`src/hdl/fbfl_pkg.sv`:
```
// ----------------------------------------------------------------------------
// fbfl_pkg
// Widths, codes, reset values and helpers shared by the allocator modules.
// ----------------------------------------------------------------------------
package fbfl_pkg;

  localparam int IDX_W      = 10;   // block index
  localparam int CNT_W      = 11;   // counts up to 1024
  localparam int SIZE_W     = 13;   // block size register
  localparam int OFF_W      = 22;   // byte offset
  localparam int CFG_W      = 13;   // widest register
  localparam int CFG_IDX_W  = 1;

  localparam int STACK_SLOTS    = 1024;
  localparam int POOL_DEPTH_DEF = 1024;
  localparam int Q_DEPTH        = 2;

  localparam logic [SIZE_W-1:0] BLOCK_SIZE_RST  = 13'd32;
  localparam logic [CNT_W-1:0]  BLOCK_COUNT_RST = 11'd1024;
  localparam logic [SIZE_W-1:0] SIZE_MIN        = 13'd8;
  localparam logic [SIZE_W-1:0] SIZE_MAX        = 13'd4096;

  localparam logic [CFG_IDX_W-1:0] REG_BLOCK_SIZE  = 1'b0;
  localparam logic [CFG_IDX_W-1:0] REG_BLOCK_COUNT = 1'b1;

  localparam logic OP_ALLOC = 1'b0;
  localparam logic OP_FREE  = 1'b1;

  typedef enum logic [1:0] {
    ST_OK        = 2'd0,
    ST_EXHAUSTED = 2'd1,
    ST_NULL_FREE = 2'd2,
    ST_BAD_FREE  = 2'd3
  } status_t;

  // One classified request travelling from front to back.
  typedef struct packed {
    logic             granted;
    logic [IDX_W-1:0] index;
    status_t          status;
  } entry_t;

  function automatic logic [SIZE_W-1:0] clamp_size(input logic [SIZE_W-1:0] s);
    logic [SIZE_W-1:0] r;
    r = s;
    if (s < SIZE_MIN) r = SIZE_MIN;
    if (s > SIZE_MAX) r = SIZE_MAX;
    return r;
  endfunction

  function automatic logic [CNT_W-1:0] clamp_count(input logic [CNT_W-1:0] n,
                                                  input int unsigned depth);
    logic [CNT_W-1:0] r;
    r = n;
    if (32'(n) > depth) r = CNT_W'(depth);
    return r;
  endfunction

endpackage

```
`src/hdl/fbfl_back.sv`:
```
// ----------------------------------------------------------------------------
// fbfl_back
// Form the byte offset and hold the result register for the consumer.
// ----------------------------------------------------------------------------
module fbfl_back (
  input  logic                        clk,
  input  logic                        rst_n,
  input  fbfl_pkg::entry_t            q_entry,
  input  logic                        q_valid,
  output logic                        q_ready,
  input  logic [fbfl_pkg::SIZE_W-1:0] eff_size,
  output logic                        out_empty,
  input  logic                        out_pop,
  output logic                        out_granted,
  output logic [fbfl_pkg::IDX_W-1:0]  out_given_index,
  output logic [fbfl_pkg::OFF_W-1:0]  out_byte_offset,
  output logic [1:0]                  out_status
);

  localparam int PW = fbfl_pkg::IDX_W + fbfl_pkg::SIZE_W;

  logic                         out_valid_r, out_valid_nxt;
  logic                         granted_r;
  logic [fbfl_pkg::IDX_W-1:0]   index_r;
  logic [fbfl_pkg::OFF_W-1:0]   offset_r;
  fbfl_pkg::status_t            status_r;
  logic [PW-1:0]                prod;
  logic                         load;

  assign prod    = PW'(q_entry.index) * PW'(eff_size);
  assign q_ready = !out_valid_r || out_pop;
  assign load    = q_valid && q_ready;

  always_comb begin
    out_valid_nxt = out_valid_r;
    if (load) begin
      out_valid_nxt = 1'b1;
    end else if (out_pop) begin
      out_valid_nxt = 1'b0;
    end
  end

  always_ff @(posedge clk) begin
    if (!rst_n) begin
      out_valid_r <= 1'b0;
    end else begin
      out_valid_r <= out_valid_nxt;
    end
  end

  always_ff @(posedge clk) begin
    if (load) begin
      granted_r <= q_entry.granted;
      index_r   <= q_entry.index;
      offset_r  <= prod[fbfl_pkg::OFF_W-1:0];
      status_r  <= q_entry.status;
    end
  end

  assign out_empty       = !out_valid_r;
  assign out_granted     = granted_r;
  assign out_given_index = index_r;
  assign out_byte_offset = offset_r;
  assign out_status      = status_r;

endmodule

```
`config.mk`:
```
export PLATFORM = sky130hd
export DESIGN_NAME = fbfl_back
export DESIGN_NICKNAME = d
export VERILOG_FILES = /design/src/hdl/fbfl_pkg.sv /design/src/hdl/fbfl_back.sv
export SDC_FILE = /design/constraint.sdc
export NUM_CORES = 1
export LEC_CHECK = 0
export ABC_CLOCK_PERIOD_IN_PS = 9600
export BUFFER_PORTS_ARGS = -buffer_cell sky130_fd_sc_hd__buf_4
export CORE_AREA = 2 2 111 81
export CTS_CLUSTER_DIAMETER = 100
export DETAILED_ROUTE_END_ITERATION = 10
export DIE_AREA = 0 0 113 83
export PLACE_DENSITY = 0.87
export SLEW_MARGIN = 10
export SYNTH_ARGS = -nofsm -noshare
export SYNTH_HDL_FRONTEND = slang
export SYNTH_SLANG_ARGS = --single-unit
```
`constraint.sdc`:
```
create_clock -name clk -period 9.6 [get_ports clk]
set_input_delay 2.88 -clock clk [delete_from_list [all_inputs] [get_ports clk]]
set_output_delay 2.88 -clock clk [all_outputs]
set_load 0.005 [all_outputs]
```
Yosys cells after proc, flatten, opt, wreduce, memory -nomap -nowiden
Index checks and enable logic that the tools add are counted.

word-level totals
  register bits after elaboration = 36
  input port bits = 30
  output and inout bits = 37
  word-level logic and storage cells = 12

operators by class
  $mul = 1
  mux-type cells = 2
  reductions and logical operators = 4

operator list
  kind                                            number
  10-bit by 13-bit multiplier with 22-bit output  1
  1-bit two-way mux                               2
  2-bit nonzero test                              1
  1-bit logical AND                               1
  1-bit zero test                                 1
  1-bit logical OR                                1

Longest topological paths before layout
Gate-level depths: netlist of the first run.

  depth in word-level cells = 4
  gate-level depth with buffers = 18
  mapped depth without buffers = 17

Worst setup path after synthesis of the first run
No wires, ideal clock.

  path kind = input to register
  start point = in q_entry[3] (netlist name)
  end point = reg offset_r (netlist bit out_byte_offset[13]), data pin
  setup time = 0.265 ns
  arrival = 7.141 ns
  data required time = 9.335 ns
  setup slack = 2.194 ns
  cell stages on the path = 18
  path buffers = 1
  path through = clkbuf_1 -> nand2_1 -> fa_1 -> inv_1 -> fa_1 -> inv_1 -> fa_1 -> inv_1 -> fa_1 -> inv_1 -> fa_1 -> inv_1 -> ha_1 -> a21oi_1 -> o22ai_1 -> nor3_1 -> o21ai_0 -> xor2_1

between the ends
  cells in the longest elaborated chain, start to end = 1

RTL lines
  what                                            line             text
  from (decl)                                     fbfl_back.sv:8   input fbfl_pkg::entry_t q_entry,
  10-bit by 13-bit multiplier with 22-bit output  fbfl_back.sv:30  assign prod = PW'(q_entry.index) * PW'(eff_size);
  net prod[13]                                    fbfl_back.sv:27  logic [PW-1:0] prod;
  to (signal assigned)                            fbfl_back.sv:55  offset_r <= prod[fbfl_pkg::OFF_W-1:0];
  to (decl)                                       fbfl_back.sv:25  logic [fbfl_pkg::OFF_W-1:0] offset_r;

The timed path passes the listed nets, and every way through them passes these cells.
A chain may end at the register's enable or synchronous reset.

Final worst setup path of the first run
Same ends and word-level chain as after synthesis.

==> results of run 1 <==
[state kept, by name, summed over array words and instances (netlist names)]
| register | count |
|---|---|
| out_given_index | 10 |
| out_granted | 1 |
| out_status | 2 |
| out_valid_r | 1 |
| out_byte_offset | 22 |
[per-stage QoR]
stage          std cells  hold WS, ps
2_1_floorplan        530          520
3_3_place_gp         681          505
3_5_place_dp         681          540
4_1_cts              689          546
5_1_grt              689          597
6_report             689          547
[critical path: stages]
cell	delay, ps
buf_4	180
nand2_1	110
fa_1	540
inv_1	50
fa_1	500
inv_1	60
fa_1	530
inv_1	50
fa_1	480
inv_1	50
fa_1	470
inv_1	50
ha_1	380
a21oi_1	170
o22ai_1	100
nor3_1	490
o21ai_0	220
xor2_1	170
[power groups by stage]
stage / clock network [mW] / registers, mW / logic, mW
after floorplan: 0 / 0.303 / 0.945
after global placement: 0 / 0.297 / 1.24
after detailed placement: 0 / 0.299 / 1.28
after CTS: 0.165 / 0.297 / 1.29
after global routing: 0.171 / 0.300 / 1.45
final: 0.163 / 0.296 / 1.30
[layer usage]
layer,vias to the layer above,wire length (µm)
met2,194,6390
li1,1785,-
met4,0,233
met1,2002,4810
met5,-,0
met3,24,985
[cell type report]
type                            instances  share of cell area
Clock buffer                            6              0.0216
Clock inverter                          2             0.00209
Inverter                               87              0.0546
Multi-Input combinational cell        386               0.636
Sequential cell                        36               0.179
Tap cell                              105              0.0220
Timing Repair Buffer                   67              0.0841
[cells by family (layout without fill, tap and decap cells)]
| logic type | count (synthesis) | after routing | share of synthesized area |
|---|---|---|---|
| AOI/OAI and AO/OA | 56 | 56 | 0.0672 |
| adders and majority gates | 140 | 140 | 0.452 |
| xor gates and xnor gates | 22 | 22 | 0.0364 |
| and+or+nand+nor | 167 | 167 | 0.162 |
| buffers and inverters | 108 | 162 | 0.0781 |
| muxes | 1 | 1 | 0.00189 |
| DFF | 36 | 36 | 0.203 |
[worst min path at each step]
stage | from | endpoint | slack (ps)
floorplan | out_valid_r | out_valid_r | 520
global placement | out_valid_r | out_valid_r | 510
detailed placement | out_valid_r | out_valid_r | 540
CTS | out_valid_r | out_valid_r | 550
global route | out_valid_r | out_valid_r | 600
finish | out_valid_r | out_valid_r | 550
[layout by cell type, fill, tap and decap left out, drive strengths merged, types with 9 or more instances in the layout]
master and instances:
inv 87, fa 85, and2 74, nand2 72, buf 67, ha 55, edfxtp 35, a21oi 17
o21ai 14, xnor2 13, xor2 9
==> metrics, run 1 <==
reg2reg end out_given_index[3]; headroom to the max-slew limit 0.593; worst min path class reg2reg; crit path time final 7450 ps; first-pass GRT wire length 20800 µm; routability cong. 0.877; grt met1 use 0.372; cts-stage hold buffer count 0; WS Path Type in2reg; vias in the first global route 4311; row count 28; Final Max Slew Viols 0; Reg area 1070 µm²; Post-CTS Setup Bufs 0; worst r2r src out_valid_r; final net count 753; Root Buffer clkbuf_16; Final Setup Violations 0; Clock power frac 0.093; die width 113 µm; unrepaired setup endpoints after global routing no; final-report hold violation count 0; I/O Pins 67; total CTS buffers 5; Max-Cap Viols 0; Critical Path RT 9630 ps; Clock Latency Late Sink 280 ps; CP max FO 14; FFs w/ async S/R, synth 0; count leader, synth inv_1; syn_nets 700; failing checks DRC; Top Usage Layer GRT met2; via count 4005; Post-synth EDFFs 35; Detailed Place HPWL 9810 µm; highest clock rate 134 MHz; Setup crit end out_byte_offset[13]; total negative slack 0 ps; total core area 8270 µm²; Total Power 1.76 mW; drt initial violations 298; crit path launch type primary input; power share of the sequential group 0.168; PD cells 294 nW/µm²; diodes inserted 0; Synth area leader fa_1; largest net degree at the start of global routing 36; GR Util met3 0.0518; Fin Clk Skew 6.09 ps; top post-synthesis cells by area fa_1 (32%), edfxtp_1 (20%), ha_1 (13%); status finished, violations left; Worst VDD drop 0.248 mV; initial antenna violation count 0; final wirelength 12400 µm; DP Area 5840 µm²; NetSw 0.838 mW; count of different cell masters after synthesis 36; Worst-Margin Slew 606 ps; Mapped Area 5290 µm²; clock transition at the registers of the reported paths 70 ps; Top FF cell, synth edfxtp_1; Net Sw Frac 0.476; number of port buffers 66; drt wl/cell 18.0 µm; Worst R2R Path Depth 3; H-tree Lvls 2; CTS Buffer Depth 2; Multi-input gate area 3800 µm²; hold depth 2; post_cts resized 0; Starting Density 0.640; Sink Count 36; Internal 0.922 mW; flops & latches, synth 36; Yosys top cell area share 0.322; GR Util All Layers 0.281; part of the power in combinational logic 0.739; yosys synthesis warning count 0; TritonCTS clock tree done; first drt pass iteration count 8; die area 9380 µm²; post-route setup slack 2150 ps; Mapped Avg Cell Area 9.98 µm²; type of element capturing the critical path register; final instance area 5980 µm²; CP Launch Point q_entry[3]; post-route ant nets 0; most common library cells after synthesis inv_1 (87), fa_1 (85), and2_1 (74), nand2_1 (72), ha_1 (55); critical path arrival 7490 ps; Via density 5.81; # DRC 6; met2 usage 0.479; FILL cells 613; period utilisation layout 0.776; Die Span Y 83 µm; Mapped Cells 530; leakage power 2.95 nW; share of cells above drive strength 1 0.135; grt ovf 0; Post-Place Worst Slack 1890 ps; Seq/Total Area, Yosys 0.203; P&R area growth vs syn 13.0%; Util after Layout 0.723; reg-to-reg setup timing slack 8270 ps
(Power assumes the default switching activity.)
==> inputs of run 2 (changes only) <==
- ABC_CLOCK_PERIOD_IN_PS: 9600 -> 7100
- CORE_AREA: 2 2 111 81 -> 2 2 116 84
- DIE_AREA: 0 0 113 83 -> 0 0 118 86
- PLACE_DENSITY: 0.87 -> 0.81
- clock period: 9.6 -> 7.1 ns (I/O delays scaled with it)
==> run 2 against run 1 <==
Compared with the run above: the run now ends clean; worst hold slack improved by 27 ps; setup slack got worse by 1700 ps; critical path depth did not move.
==> metrics, run 2 (synthesis results as in run 1) <==
status completed; NetSw 1.10 mW (+31%); WS Path Type in2reg; Worst VDD drop 0.287 mV (+15%); Root Buffer clkbuf_16; origin of the worst min-delay path out_valid_r; CP max stage cell fa_1; CP Launch Point q_entry[3]; first drt pass iteration count 4 (-4); highest clock rate 150 MHz; crit path launch type primary input; total core area 8960 µm² (+8.4%); P&R area growth vs syn 13.5%; die width 118 µm (+4.4%); final-report hold violation count 0 (unchanged); critical path arrival 6690 ps (-800 ps); drt initial violations 287 (-3.7%); hold slack 574 ps (+27.1 ps); CP max FO 14 (unchanged); Fin Clk Skew 3.92 ps (-2.16 ps); PD cells 390 nW/µm² (+32%); Clock Latency Late Sink 280 ps (about the same); slowest stage delay, CP 530 ps (about the same); part of the power in combinational logic 0.733 (-0.006); row count 29 (+3.6%); final wirelength 11300 µm (-8.9%); post-route ant nets 0 (unchanged); headroom to the max-slew limit 0.592 (-0.000615); Sink Count 36 (unchanged); worst r2r src out_valid_r; grt ovf 0 (unchanged); Die Span Y 86 µm (+3.6%); GR Util All Layers 0.238 (-0.0432); routability cong. 0.917 (+4.5%); Final Setup Violations 0 (unchanged); unrepaired setup endpoints after global routing no; vias in the first global route 4070 (-5.6%); CTS Buffer Depth 2 (unchanged); period utilisation layout 0.938; Via density 5.50 (-5.4%); most frequent cells in the layout inv_1 (87), fa_1 (85), and2_1 (74); total negative slack 0 ps (unchanged); Final Max Slew Viols 0 (unchanged); power share of the sequential group 0.170 (+0.002); type of element capturing the critical path register; leakage power 2.96 nW (+0.23%); commonest non-fill, non-tap cell in the layout inv_1; die area 10100 µm² (+8.2%); # DRC 0 (-6); post_cts resized 0 (unchanged); clock transition at the registers of the reported paths 60 ps (about the same); Worst-Margin Slew 607 ps (+0.916 ps); worst min path class reg2reg; max reg flops 22 (unchanged); Internal 1.24 mW (+34%); Post-CTS Setup Bufs 0 (unchanged); Clock power frac 0.097 (+0.004); Max-Cap Viols 0 (unchanged); total CTS buffers 5 (unchanged); final instance area 6000 µm² (+0.44%); cts-stage hold buffer count 0 (unchanged); H-tree Lvls 2 (unchanged); initial antenna violation count 0 (unchanged); Critical Path RT 7130 ps (-2500 ps); largest net degree at the start of global routing 36 (unchanged); diodes inserted 0 (unchanged); DP Area 5860 µm² (+0.41%); Net Sw Frac 0.470 (-0.00581); via count 3892 (-2.8%); number of port buffers 66 (unchanged); Starting Density 0.590 (-0.0496); CP Cell Sequence buf_4, nand2_1, fa_1, inv_1, fa_1, inv_1, fa_1, inv_1, fa_1, inv_1, fa_1, inv_1, ha_1, nand4_1, nor3_1, nor3_1, o21ai_0, xor2_1; Detailed Place HPWL 9190 µm (-6.3%); crit path time final 6660 ps; drt wl/cell 16.0 µm (-11%); TritonCTS clock tree done; share of cells above drive strength 1 0.137 (+0.00171); final net count 753 (unchanged); first-pass GRT wire length 19100 µm (-8.4%); I/O Pins 67 (unchanged)
run 2: cell count changes in the layout (fill, tap and decap cells not counted):
cell / previous run / this run
clkinv_2: 1 / 2
clkinvlp_4: 1 / 0
clkbuf_1: 1 / 0
clkinv_4: 0 / 1
run 2: worst max-delay path, delay by kind of cell:
family                     cells  cell delay, ps
and+or+nand+nor                4             870
AOI/OAI and AO/OA              1             230
xor gates and xnor gates       1             180
adders and majority gates      6            2860
buffers and inverters          6             410
run 2: final timing paths:
| kind | endpoint | slack (ps) | cells past startpoint |
|---|---|---|---|
| hold / removal | out_valid_r | 570 | 2 |
| hold reg to reg | out_valid_r | 570 | 2 |
| setup / recovery | out_byte_offset[13] | 440 | 18 |
| setup reg to reg | out_given_index[3] | 5720 | 3 |
run 2: cell type report:
class                   instances  area [µm²]
multi-input cells             386        3800
fillers                       745        2960
flip-flops and latches         36        1070
repair buffers                 67         503
inverters                      87         327
well taps                     124         155
clock buffers                   5         125
clock inverters                 3        18.8
run 2: metal layers:
layer	wire length, µm	track usage	share of wire	up-vias
met4	162	0.0548	0.014	0
li1	-	-	-	1783
met3	697	0.0346	0.062	14
met5	0	0	0	-
met1	4720	0.313	0.42	1944
met2	5730	0.424	0.51	151
run 2: metrics by stage:
step / util / setup WS, ps / total power, mW / std cells
2_1_floorplan: - / 444 / 1.69 / 530
3_3_place_gp: 0.654 / 174 / 2.10 / 700
3_5_place_dp: 0.654 / 148 / 2.11 / 700
4_1_cts: 0.670 / 440 / 2.36 / 708
5_1_grt: 0.670 / 170 / 2.57 / 708
6_report: 0.670 / 441 / 2.34 / 708
run 2: power groups by stage:
stage	clock network, mW	logic (mW)	registers [mW]
floorplan	0	1.28	0.409
detailed placement	0	1.71	0.404
finish	0.226	1.72	0.399
CTS	0.232	1.72	0.400
global placement	0	1.70	0.402
global route	0.239	1.92	0.404
