File: src/hdl/fbfl_pkg.sv
// ----------------------------------------------------------------------------
// fbfl_pkg
// Widths, codes, reset values and helpers shared by the allocator modules.
// ----------------------------------------------------------------------------
package fbfl_pkg;

  localparam int IDX_W      = 10;   // block index
  localparam int CNT_W      = 11;   // counts up to 1024
  localparam int SIZE_W     = 13;   // block size register
  localparam int OFF_W      = 22;   // byte offset
  localparam int CFG_W      = 13;   // widest register
  localparam int CFG_IDX_W  = 1;

  localparam int STACK_SLOTS    = 1024;
  localparam int POOL_DEPTH_DEF = 1024;
  localparam int Q_DEPTH        = 2;

  localparam logic [SIZE_W-1:0] BLOCK_SIZE_RST  = 13'd32;
  localparam logic [CNT_W-1:0]  BLOCK_COUNT_RST = 11'd1024;
  localparam logic [SIZE_W-1:0] SIZE_MIN        = 13'd8;
  localparam logic [SIZE_W-1:0] SIZE_MAX        = 13'd4096;

  localparam logic [CFG_IDX_W-1:0] REG_BLOCK_SIZE  = 1'b0;
  localparam logic [CFG_IDX_W-1:0] REG_BLOCK_COUNT = 1'b1;

  localparam logic OP_ALLOC = 1'b0;
  localparam logic OP_FREE  = 1'b1;

  typedef enum logic [1:0] {
    ST_OK        = 2'd0,
    ST_EXHAUSTED = 2'd1,
    ST_NULL_FREE = 2'd2,
    ST_BAD_FREE  = 2'd3
  } status_t;

  // One classified request travelling from front to back.
  typedef struct packed {
    logic             granted;
    logic [IDX_W-1:0] index;
    status_t          status;
  } entry_t;

  function automatic logic [SIZE_W-1:0] clamp_size(input logic [SIZE_W-1:0] s);
    logic [SIZE_W-1:0] r;
    r = s;
    if (s < SIZE_MIN) r = SIZE_MIN;
    if (s > SIZE_MAX) r = SIZE_MAX;
    return r;
  endfunction

  function automatic logic [CNT_W-1:0] clamp_count(input logic [CNT_W-1:0] n,
                                                  input int unsigned depth);
    logic [CNT_W-1:0] r;
    r = n;
    if (32'(n) > depth) r = CNT_W'(depth);
    return r;
  endfunction

endpackage

File: src/hdl/fbfl_queue.sv
// ----------------------------------------------------------------------------
// fbfl_queue
// Short FIFO of classified requests between the front and back sections.
// ----------------------------------------------------------------------------
module fbfl_queue (
  input  logic             clk,
  input  logic             rst_n,
  input  fbfl_pkg::entry_t in_entry,
  input  logic             in_valid,
  output logic             in_ready,
  output fbfl_pkg::entry_t out_entry,
  output logic             out_valid,
  input  logic             out_ready
);

  localparam int DEPTH = fbfl_pkg::Q_DEPTH;
  localparam int PW    = $clog2(DEPTH);
  localparam int NW    = $clog2(DEPTH + 1);

  fbfl_pkg::entry_t slot_r [DEPTH];
  logic [PW-1:0]    wr_ptr_r, wr_ptr_nxt;
  logic [PW-1:0]    rd_ptr_r, rd_ptr_nxt;
  logic [NW-1:0]    count_r, count_nxt;
  logic             push, pop;

  assign in_ready  = count_r != NW'(DEPTH);
  assign out_valid = count_r != '0;
  assign out_entry = slot_r[rd_ptr_r];
  assign push      = in_valid && in_ready;
  assign pop       = out_valid && out_ready;

  always_comb begin
    wr_ptr_nxt = wr_ptr_r;
    rd_ptr_nxt = rd_ptr_r;
    count_nxt  = count_r;
    if (push) begin
      wr_ptr_nxt = (wr_ptr_r == PW'(DEPTH - 1)) ? '0 : wr_ptr_r + PW'(1);
    end
    if (pop) begin
      rd_ptr_nxt = (rd_ptr_r == PW'(DEPTH - 1)) ? '0 : rd_ptr_r + PW'(1);
    end
    if (push && !pop) begin
      count_nxt = count_r + NW'(1);
    end else if (pop && !push) begin
      count_nxt = count_r - NW'(1);
    end
  end

  always_ff @(posedge clk) begin
    if (!rst_n) begin
      wr_ptr_r <= '0;
      rd_ptr_r <= '0;
      count_r  <= '0;
    end else begin
      wr_ptr_r <= wr_ptr_nxt;
      rd_ptr_r <= rd_ptr_nxt;
      count_r  <= count_nxt;
    end
  end

  always_ff @(posedge clk) begin
    if (push) begin
      slot_r[wr_ptr_r] <= in_entry;
    end
  end

endmodule

File: config.mk
export PLATFORM = sky130hd
export DESIGN_NAME = fbfl_queue
export DESIGN_NICKNAME = d
export VERILOG_FILES = /design/src/hdl/fbfl_pkg.sv /design/src/hdl/fbfl_queue.sv
export SDC_FILE = /design/constraint.sdc
export NUM_CORES = 1
export LEC_CHECK = 0
export CAP_MARGIN = 0
export CELL_PAD_IN_SITES_DETAIL_PLACEMENT = 1
export CELL_PAD_IN_SITES_GLOBAL_PLACEMENT = 1
export CORE_ASPECT_RATIO = 1.4
export CORE_UTILIZATION = 53
export DETAILED_ROUTE_END_ITERATION = 7
export DONT_BUFFER_PORTS = 1
export GPL_TIMING_DRIVEN = 0
export PLACE_DENSITY = 0.82
export SLEW_MARGIN = 20
export SYNTH_ARGS = -nofsm -noshare
export SYNTH_HDL_FRONTEND = slang
export SYNTH_SLANG_ARGS = --single-unit
File: constraint.sdc
create_clock -name clk -period 2.5 [get_ports clk]
set_input_delay 0.125 -clock clk [delete_from_list [all_inputs] [get_ports clk]]
set_output_delay 0.125 -clock clk [all_outputs]
set_load 0.005 [all_outputs]
# Word level (Yosys, flattened, before mapping)
# Memories as Yosys holds them, arrays and structs flattened. A register that Yosys moved wholly into a read port is not among the register bits.
# Index checks and enable logic that the tools add are counted.
dict set report word_totals {
  ff_bits 4
  mem_bits_rw 26
  output_inout_bits 15
  wordCells 25
  mem_count 1
}
dict set report classes {
  n_addsub 4
  n_eq_ne 1
  muxes 8
  reduce_logical 8
}
# name depth word_bits read_ports rd_clocked_by_memory_dff write_ports line
set memory_table {}
lappend memory_table {slot_r 2 13 1 1 1 fbfl_queue.sv:20} ;# fbfl_pkg::entry_t slot_r [DEPTH];
# operator count
set ops {}
lappend ops {{1-bit two-way mux} 6}
lappend ops {{1-bit logical AND} 4}
lappend ops {{2-bit two-way mux} 2}
lappend ops {{2-bit nonzero test} 2}
lappend ops {{1-bit adder, second input constant} 2}
lappend ops {{2-bit by 1-bit adder with 2-bit output, second input constant} 1}
lappend ops {{1-bit logical NOT} 2}
lappend ops {{2-bit inequality test, second input constant} 1}
lappend ops {{2-bit by 1-bit subtractor with 2-bit output, second input constant} 1}

# Logic depth before layout (Yosys ltp)
# Gate-level depths: netlist (run 1).
dict set report logic_depth {
  ltp_word 6
  ltp_mapped 6
  ltp_nobuf 6
}

# Least setup slack after synthesis (run 1)
# OpenSTA, ideal clock, no wires.
dict set report synth_timing {
  path_kind {register to register}
  from {register count_r[0]}
  to {register count_r[1]}
  setup_time_ns 0.070
  t_arrival_ns 1.416
  path_slack_ns 1.014
  path_stages_with_launch 6
  path_buffers 0
  synth_period_minus_slack_ns 1.486
  path_cell_list {dfxtp_1 -> nand2b_4 -> and2_1 -> ha_1 -> or3_1 -> a21boi_1}
}
dict set report synth_via {
  elab_chain_len 5
  word_cells_on_any_way 13
}
# item line
set synth_lines {}
lappend synth_lines {{start: declaration} fbfl_queue.sv:23} ;# logic [NW-1:0] count_r, count_nxt;
lappend synth_lines {{start signal: assignment} fbfl_queue.sv:57} ;# count_r <= count_nxt;
lappend synth_lines {{2-bit inequality test (*)} fbfl_queue.sv:26} ;# assign in_ready = count_r != NW'(DEPTH);
lappend synth_lines {{via in_ready} fbfl_queue.sv:10} ;# output logic in_ready,
lappend synth_lines {{1-bit logical AND (*)} fbfl_queue.sv:29} ;# assign push = in_valid && in_ready;
lappend synth_lines {{via push} fbfl_queue.sv:24} ;# logic push, pop;
lappend synth_lines {{1-bit logical NOT} fbfl_queue.sv:44} ;# end else if (pop && !push) begin
lappend synth_lines {{1-bit logical AND} fbfl_queue.sv:44}
lappend synth_lines {{2-bit nonzero test (no source line)} -}
# Mark *: on every way through the listed nets, which the timed path passes. The rest lies on a longest branch. The select of a mux whose other input is x is not followed.
# A chain may end at the register's enable or synchronous reset.

# Worst setup path in the final report (run 1)
# Ends and elaborated chain as after synthesis.

==> results of run 1 <==
[worst max-delay path, delay by kind of cell (launching register included)]
family	cells	cell delay, ns
and+or+nand+nor	3	0.70
adders and majority gates	1	0.33
AOI/OAI and AO/OA	1	0.15
DFF	1	0.36
[state kept, by name, indices dropped and copies added, names as in the netlist, named ones only]
signal / count
count_r: 2
rd_ptr_r: 1
slot_r: 26
wr_ptr_r: 1
[per-stage QoR]
| step | worst slack [ns] | hold slack [ns] | instances | power (mW) |
|---|---|---|---|---|
| after global routing | 0.7950 | 0.02199 | 107 | 1.337 |
| after CTS | 0.8983 | 0.005018 | 107 | 1.284 |
| after floorplan | 1.014 | 0.2239 | 64 | 0.9403 |
| after detailed placement | 0.9245 | 0.2240 | 85 | 1.003 |
| after global placement | 0.9635 | 0.2239 | 85 | 0.9812 |
| final | 0.8853 | 0.02994 | 107 | 1.276 |
[path summary, 6_finish.rpt]
check        depth (start not counted)    endpoint  slack, ns  startpoint
max reg2reg                          5  count_r[1]       0.89  count_r[0]
min                                  2    wr_ptr_r       0.03    in_valid
max                                  5  count_r[1]       0.89  count_r[0]
min reg2reg                          2  count_r[1]       0.59  count_r[1]
[cells in the final DEF, fill, tap and decap left out, types with 2 or more instances in the layout]
master         instances
clkbuf_4               5
xnor2_1                2
dfxtp_1                5
and2_1                 4
edfxtp_1              26
dlygate4sd3_1         14
mux2_2                13
[area by class of cell]
class / instances / area (um^2)
flip-flops and latches: 31 / 880.8
fillers: 169 / 629.4
multi-input cells: 31 / 285.3
repair buffers: 14 / 140.1
clock buffers: 6 / 41.29
well taps: 21 / 26.28
clock inverters: 2 / 8.758
plain buffers: 1 / 5.005
inverters: 1 / 3.754
[power groups by stage]
stage | logic [mW] | registers [mW] | clock network, mW
2_1_floorplan | 0.245 | 0.695 | 0
3_3_place_gp | 0.280 | 0.701 | 0
3_5_place_dp | 0.294 | 0.709 | 0
4_1_cts | 0.318 | 0.697 | 0.270
5_1_grt | 0.346 | 0.704 | 0.287
6_report | 0.319 | 0.697 | 0.260
[metal layers]
layer	up-vias	track usage	part of all wire
li1	282	-	-
met1	296	0.1738	0.35
met2	25	0.3504	0.56
met3	6	0.08100	0.071
met4	0	0.09677	0.021
met5	-	0	0
[cells by family (layout without fill, tap and decap cells)]
group           Yosys count  after routing
mux                      13             13
buf+inv                   2             24
compound gates            5              5
fa+ha+maj                 1              1
simple gates              9              9
xor+xnor                  3              3
flops                    31             31
==> metrics.md, run 1 <==
| Metric | Value |
|---|---|
| Area Overhead vs Synth | 18.42% |
| Ratio of cells with drive above 1 in the final layout | 0.2674 |
| Tot GR Track Use | 0.1904 |
| Crit start category | flip-flop |
| Synthesis warning total | 0 |
| Setup TNS | 0 ns |
| RSZ-0062 raised after global routing | false |
| Root buffer cell | clkbuf_4 |
| Die area | approximately 2400 um^2 |
| Placer Congestion | 0.6580 |
| Syn_nets | about 80 |
| Cell row count | 19 |
| Die height | between 50 and 60 um |
| Sw frac | 0.2787 |
| Initial core utilization | 0.5814 |
| Die Span X | ~42 um |
| Post-synthesis adder-cell area fraction | 0.01065 |
| Switching Power | 0.3555 mW |
| Slew @ Worst Pin | ~0.60 ns |
| DR WL/cell | 19.24 um |
| Leak | 0.4888 nW |
| # Post-CTS Setup Buffers | 0 |
| Fin crit share | 0.6459 |
| Worst-path clk slew | 0.09 ns |
| Synth area leaders | edfxtp_1 (66%), mux2_2 (12%), dfxtp_1 (8.5%), and2_1 (2.1%), xnor2_1 (1.5%) |
| CP Data Required Time | 2.75 ns |
| Clock Power Share | 0.204 |
| CTS Sinks | 31 |
| Total number of vias | 609 |
| First-pass GRT wire length | 3125 um |
| Synth area leader | edfxtp_1 |
| Status | completed |
| Worst-Skew Late Latency | between 0.3 and 0.4 ns |
| Multiplexer share of the synthesized area | 0.1246 |
| Fmax | approximately 620 MHz |
| Vias per inst | 5.692 |
| DRT iter0 DRCs | 4 |
| Detailed placement HPWL | 1300 um |
| Skew final | 0.008495 ns |
| Hold Path Class | in2reg |
| Flop pwr share | 0.546 |
| Synth Area in XOR/XNOR | 0.02236 |
| P_int | 0.9200 mW |
| Final WL | approximately 2100 um |
| H-tree depth | 2 |
| Sequential area share after synthesis | 0.7497 |
| Largest net degree at the start of global routing | 14 |
| Post-Synth Simple-Gate Area | 0.05538 |
| Resized Gates After CTS | 0 |
| Library cells used by synthesis | 19 |
| TritonRoute pass-1 iters | 3 |
| PD cells | 916.8 nW/um^2 |
| Final core occ | 0.6885 |
| CTS tree | yes |
| Most frequent cell after synthesis | edfxtp_1 |
| Count of maximum capacitance violations | 0 |
| Slew HR | 0.6006 |
| Port-buffer cells | 0 |
| Worst vdd ir | 696.1 uV |
| Critical path cell sequence | nand2b_4 > and2_1 > ha_1 > or3_1 > a21boi_1 |
| Final Cell Area | 1391 um^2 |
| Comb power frac | 0.250 |
| Post-synth top cells | edfxtp_1 (26), mux2_2 (13), dfxtp_1 (5) |
| Crit-path max cell delay | 0.36 ns |
| Top FF cell, synth | edfxtp_1 |
| CTS Buf Count | 5 |
| Final setup vio count | 0 |
| Post-synthesis compound-gate area fraction | 0.02982 |
| Crit path DAT | 1.87 ns |
| CTS Buffer Depth | 2 |
| Avg Cell Area, Syn | 18.36 um^2 |
| Minimum clock period | 1.615 ns |
| Post-synthesis async set-or-reset flop share | 0 |
| Slowest CP cell | dfxtp_1 |
| Synthesized flop and latch total | 31 |
| Placed Area | 1201 um^2 |
| Critical Path End Type | flip-flop |
| Number of global-route vias before repair | 681 |
| Post-synth EDFFs | 26 |
| Core Footprint | 2021 um^2 |
| Hold-fix buffers, CTS | 14 |
| # diodes | 0 |
| Nets | slightly above 100 |
| Fin. max-slew vios | 0 |
| Max FO, Critical Path | 5 |
| Largest family of logic cells by synthesized area | multiplexers |
| IO Pins | 32 |
| Mapped Cells | 64 |
| GR Overflow Total | 0 |
| Fin. Hold Viols | 0 |
| DRC | 0 |
| ANT nets after route | 0 |
| Area share of the largest cell type after synthesis | 0.6645 |
| Kind of critical path | reg2reg |
| Initial antenna violation count | 0 |
| Mapped Area | approximately 1200 um^2 |
(Power assumes the default switching activity.)
==> run 2, diff against run 1 <==
--- a/config.mk
+++ b/config.mk
@@ -9,11 +9,11 @@
 export CELL_PAD_IN_SITES_DETAIL_PLACEMENT = 1
 export CELL_PAD_IN_SITES_GLOBAL_PLACEMENT = 1
 export CORE_ASPECT_RATIO = 1.4
-export CORE_UTILIZATION = 53
+export CORE_UTILIZATION = 44
 export DETAILED_ROUTE_END_ITERATION = 7
 export DONT_BUFFER_PORTS = 1
 export GPL_TIMING_DRIVEN = 0
-export PLACE_DENSITY = 0.82
+export PLACE_DENSITY = 0.73
 export SLEW_MARGIN = 20
 export SYNTH_ARGS = -nofsm -noshare
 export SYNTH_HDL_FRONTEND = slang
==> constraint.sdc (replaced) <==
create_clock -name clk -period 1.4 [get_ports clk]
set_input_delay 0.07 -clock clk [delete_from_list [all_inputs] [get_ports clk]]
set_output_delay 0.07 -clock clk [all_outputs]
set_load 0.005 [all_outputs]
==> run 2 against run 1 <==
The run now ends with negative setup slack left. Critical endpoint unchanged. Clock-buffer cell count increased by 1. Sequential cell count unchanged. Register-to-register slack got worse by 0.95 ns. First-iteration DRC count increased to 2.5 times the previous value. Highest routed layer unchanged. Die area increased by 20%. Cell count increased by 13%.
==> metrics.md, run 2 (synthesis gave the netlist of run 1 again) <==
| Metric | Value |
|---|---|
| Area Overhead vs Synth | 24.39% |
| Sw frac | 0.2581 (-0.02058) |
| DR WL/cell | 14.22 um (-26%) |
| Largest net degree at the start of global routing | 14 (unchanged) |
| Vias per inst | 4.926 (-13%) |
| Sink of the worst hold path | wr_ptr_r |
| Max reg flops | 26 (unchanged) |
| Critical Path End Type | flip-flop |
| Die height | 63.14 um (+9.4%) |
| Root buffer cell | clkbuf_4 |
| Fin crit share | 1.046 (+0.4006) |
| Fmax | 682.6 MHz (+10%) |
| DRT iter0 DRCs | 10 (+6) |
| Status | complete, but fails checks |
| Number of global-route vias before repair | 623 (-8.5%) |
| Core Footprint | 2470 um^2 (+22%) |
| Failing checks | negative setup slack |
| PD cells | 1609 nW/um^2 (+76%) |
| CTS Sinks | 31 (unchanged) |
| Worst vdd ir | 989.6 uV (+42%) |
| Nets | 104 (+0.97%) |
| Minimum clock period | 1.465 ns (-0.1496 ns) |
| GR Overflow Total | 0 (unchanged) |
| Critical path cell sequence | nand2b_4 > and2_4 > ha_4 > xor2_1 > or3_1 > a21boi_1 |
| ANT nets after route | 0 (unchanged) |
| Hold Path Class | in2reg |
| Port-buffer cells | 0 (unchanged) |
| Grt met3 use | 0.07450 (-0.006498) |
| Switching Power | 0.6071 mW (+71%) |
| H-tree depth | 2 (unchanged) |
| P_int | 1.745 mW (+90%) |
| Fin. Hold Viols | 0 (unchanged) |
| Post-Place Setup Slack | -0.1265 ns (-1.051 ns) |
| Largest registers | slot_r x26, count_r x2 |
| Leak | 0.4971 nW (+1.7%) |
| Slew @ Worst Pin | 0.3197 ns (-0.2794 ns) |
| CP bufs+invs | 0 (unchanged) |
| # Post-CTS Setup Buffers | 0 (unchanged) |
| Final core occ | 0.5917 (-0.09685) |
| Comb power frac | 0.252 (+0.002) |
| CTS tree | yes |
| Met1 Use GR | 0.1204 (-0.05343) |
| RSZ-0062 raised after global routing | true |
| Flop pwr share | 0.533 (-0.013) |
| TritonRoute pass-1 iters | 4 (+1) |
| Slowest CP cell | dfxtp_2 |
| DRC | 0 (unchanged) |
| Final WL | 1721 um (-16%) |
| Worst setup margin | -0.06502 ns (-0.9504 ns) |
| Cell row count | 21 (+2) |
| Tot Pwr | 2.352 mW (+84%) |
| Slew HR | 0.7868 (+0.1863) |
| CTS Buffer Depth | 2 (unchanged) |
| Skew final | 0.01139 ns (+0.002894 ns) |
| Detailed placement HPWL | 1127 um (-13%) |
| Worst R2R End | count_r[1] |
| Placer Congestion | 0.6253 (-5.0%) |
| Most common cell after layout, fill and taps aside | edfxtp_1 |
| Crit path DAT | 1.71 ns (-0.16 ns) |
| Kind of critical path | reg2reg |
| Ratio of cells with drive above 1 in the final layout | 0.3678 (+0.1004) |
| Initial antenna violation count | 0 (unchanged) |
| First-pass GRT wire length | 2732 um (-13%) |
| Stages on the worst setup path | 6 (+1) |
| Initial core utilization | 0.4757 (-0.1057) |
| Reg2reg start | count_r[0] |
| Crit start category | flip-flop |
| R2r setup slk | -0.07 ns (-0.95 ns) |
| Worst-Skew Late Latency | 0.32 ns (about the same) |
| Worst-path clk slew | 0.09 ns (about the same) |
| # diodes | 0 (unchanged) |
| Worst hold path depth | 2 (unchanged) |
| Total number of vias | 596 (-2.1%) |
| Max FO, Critical Path | 5 (unchanged) |
| Clock Power Share | 0.215 (+0.011) |
| CP Data Required Time | 1.65 ns (-1.10 ns) |
| HP Start | in_valid |
| CTS Buf Count | 5 (unchanged) |
| GRT met2 Usage | 0.2500 (-0.1004) |
| FF-to-FF path depth | 6 (+1) |
| Final setup vio count | 1 (+1) |
| Die area | 2884 um^2 (+20%) |
| Count of maximum capacitance violations | 0 (unchanged) |
| Most used routing layer | met2 |
| Most frequent cells in the layout | edfxtp_1 (26), dlygate4sd3_1 (15), mux2_2 (13), clkbuf_4 (5) |
| Die Span X | 45.67 um (+9.3%) |
| Hold WS | 0.02199 ns (-0.007956 ns) |
| Crit path max-delay family | simple AND/OR/NAND/NOR gates |
| Crit-path max cell delay | 0.36 ns (about the same) |
| Fin. max-slew vios | 0 (unchanged) |
| IO Pins | 32 (unchanged) |
| Top reg by flops | slot_r |
| Tot GR Track Use | 0.1437 (-0.04670) |
run 2: layout make-up:
class | count | area [um^2]
timing repair buffer | 15 | 150.1
clock inverter | 1 | 5.005
tap | 34 | 42.54
buffer | 1 | 11.26
fill | 258 | 1008
sequential | 31 | 884.6
clock buffer | 7 | 55.05
multi-input combinational | 31 | 305.3
inverter | 1 | 7.507
run 2: worst max-delay path by stage:
stage	from	to
after floorplan	count_r[0]	count_r[1]
after global placement	count_r[0]	slot_r[1][9]
after detailed placement	count_r[1]	count_r[1]
after CTS	count_r[0]	count_r[1]
after global routing	count_r[0]	count_r[1]
final	count_r[0]	count_r[1]
run 2: metal layers:
layer / vias up / wire, um
met5: - / 0
met4: 0 / 46
met3: 5 / 127
met2: 23 / 950
met1: 285 / 596
li1: 283 / -
run 2: power by group through the flow:
stage | Sequential [mW] | Clock [mW] | Combinational [mW]
CTS | 1.25 | 0.528 | 0.613
global route | 1.27 | 0.553 | 0.662
floorplan | 1.24 | 0 | 0.465
finish | 1.25 | 0.505 | 0.593
detailed placement | 1.27 | 0 | 0.546
global placement | 1.26 | 0 | 0.532
run 2: timing repair:
item                       CTS  global route
hold buffers                15             0
gates resized for setup      6             1
pin swaps                    0             1
setup endpoints to repair   37            11
hold endpoints to repair    31             0
run 2: worst reg2reg max path, stage by stage (launching register included):
cell	delay (ns)
dfxtp_2	0.36
nand2b_4	0.17
and2_4	0.17
ha_4	0.14
xor2_1	0.14
or3_1	0.31
a21boi_1	0.12
run 2: metrics by stage:
step | area (um^2) | std cells | TNS [ns]
finish | 1461 | 121 | -0.06502
detailed placement | 1234 | 98 | -1.084
global placement | 1234 | 98 | -0.9717
CTS | 1460 | 121 | -0.09045
global route | 1461 | 121 | -0.1719
floorplan | 1191 | 64 | 0
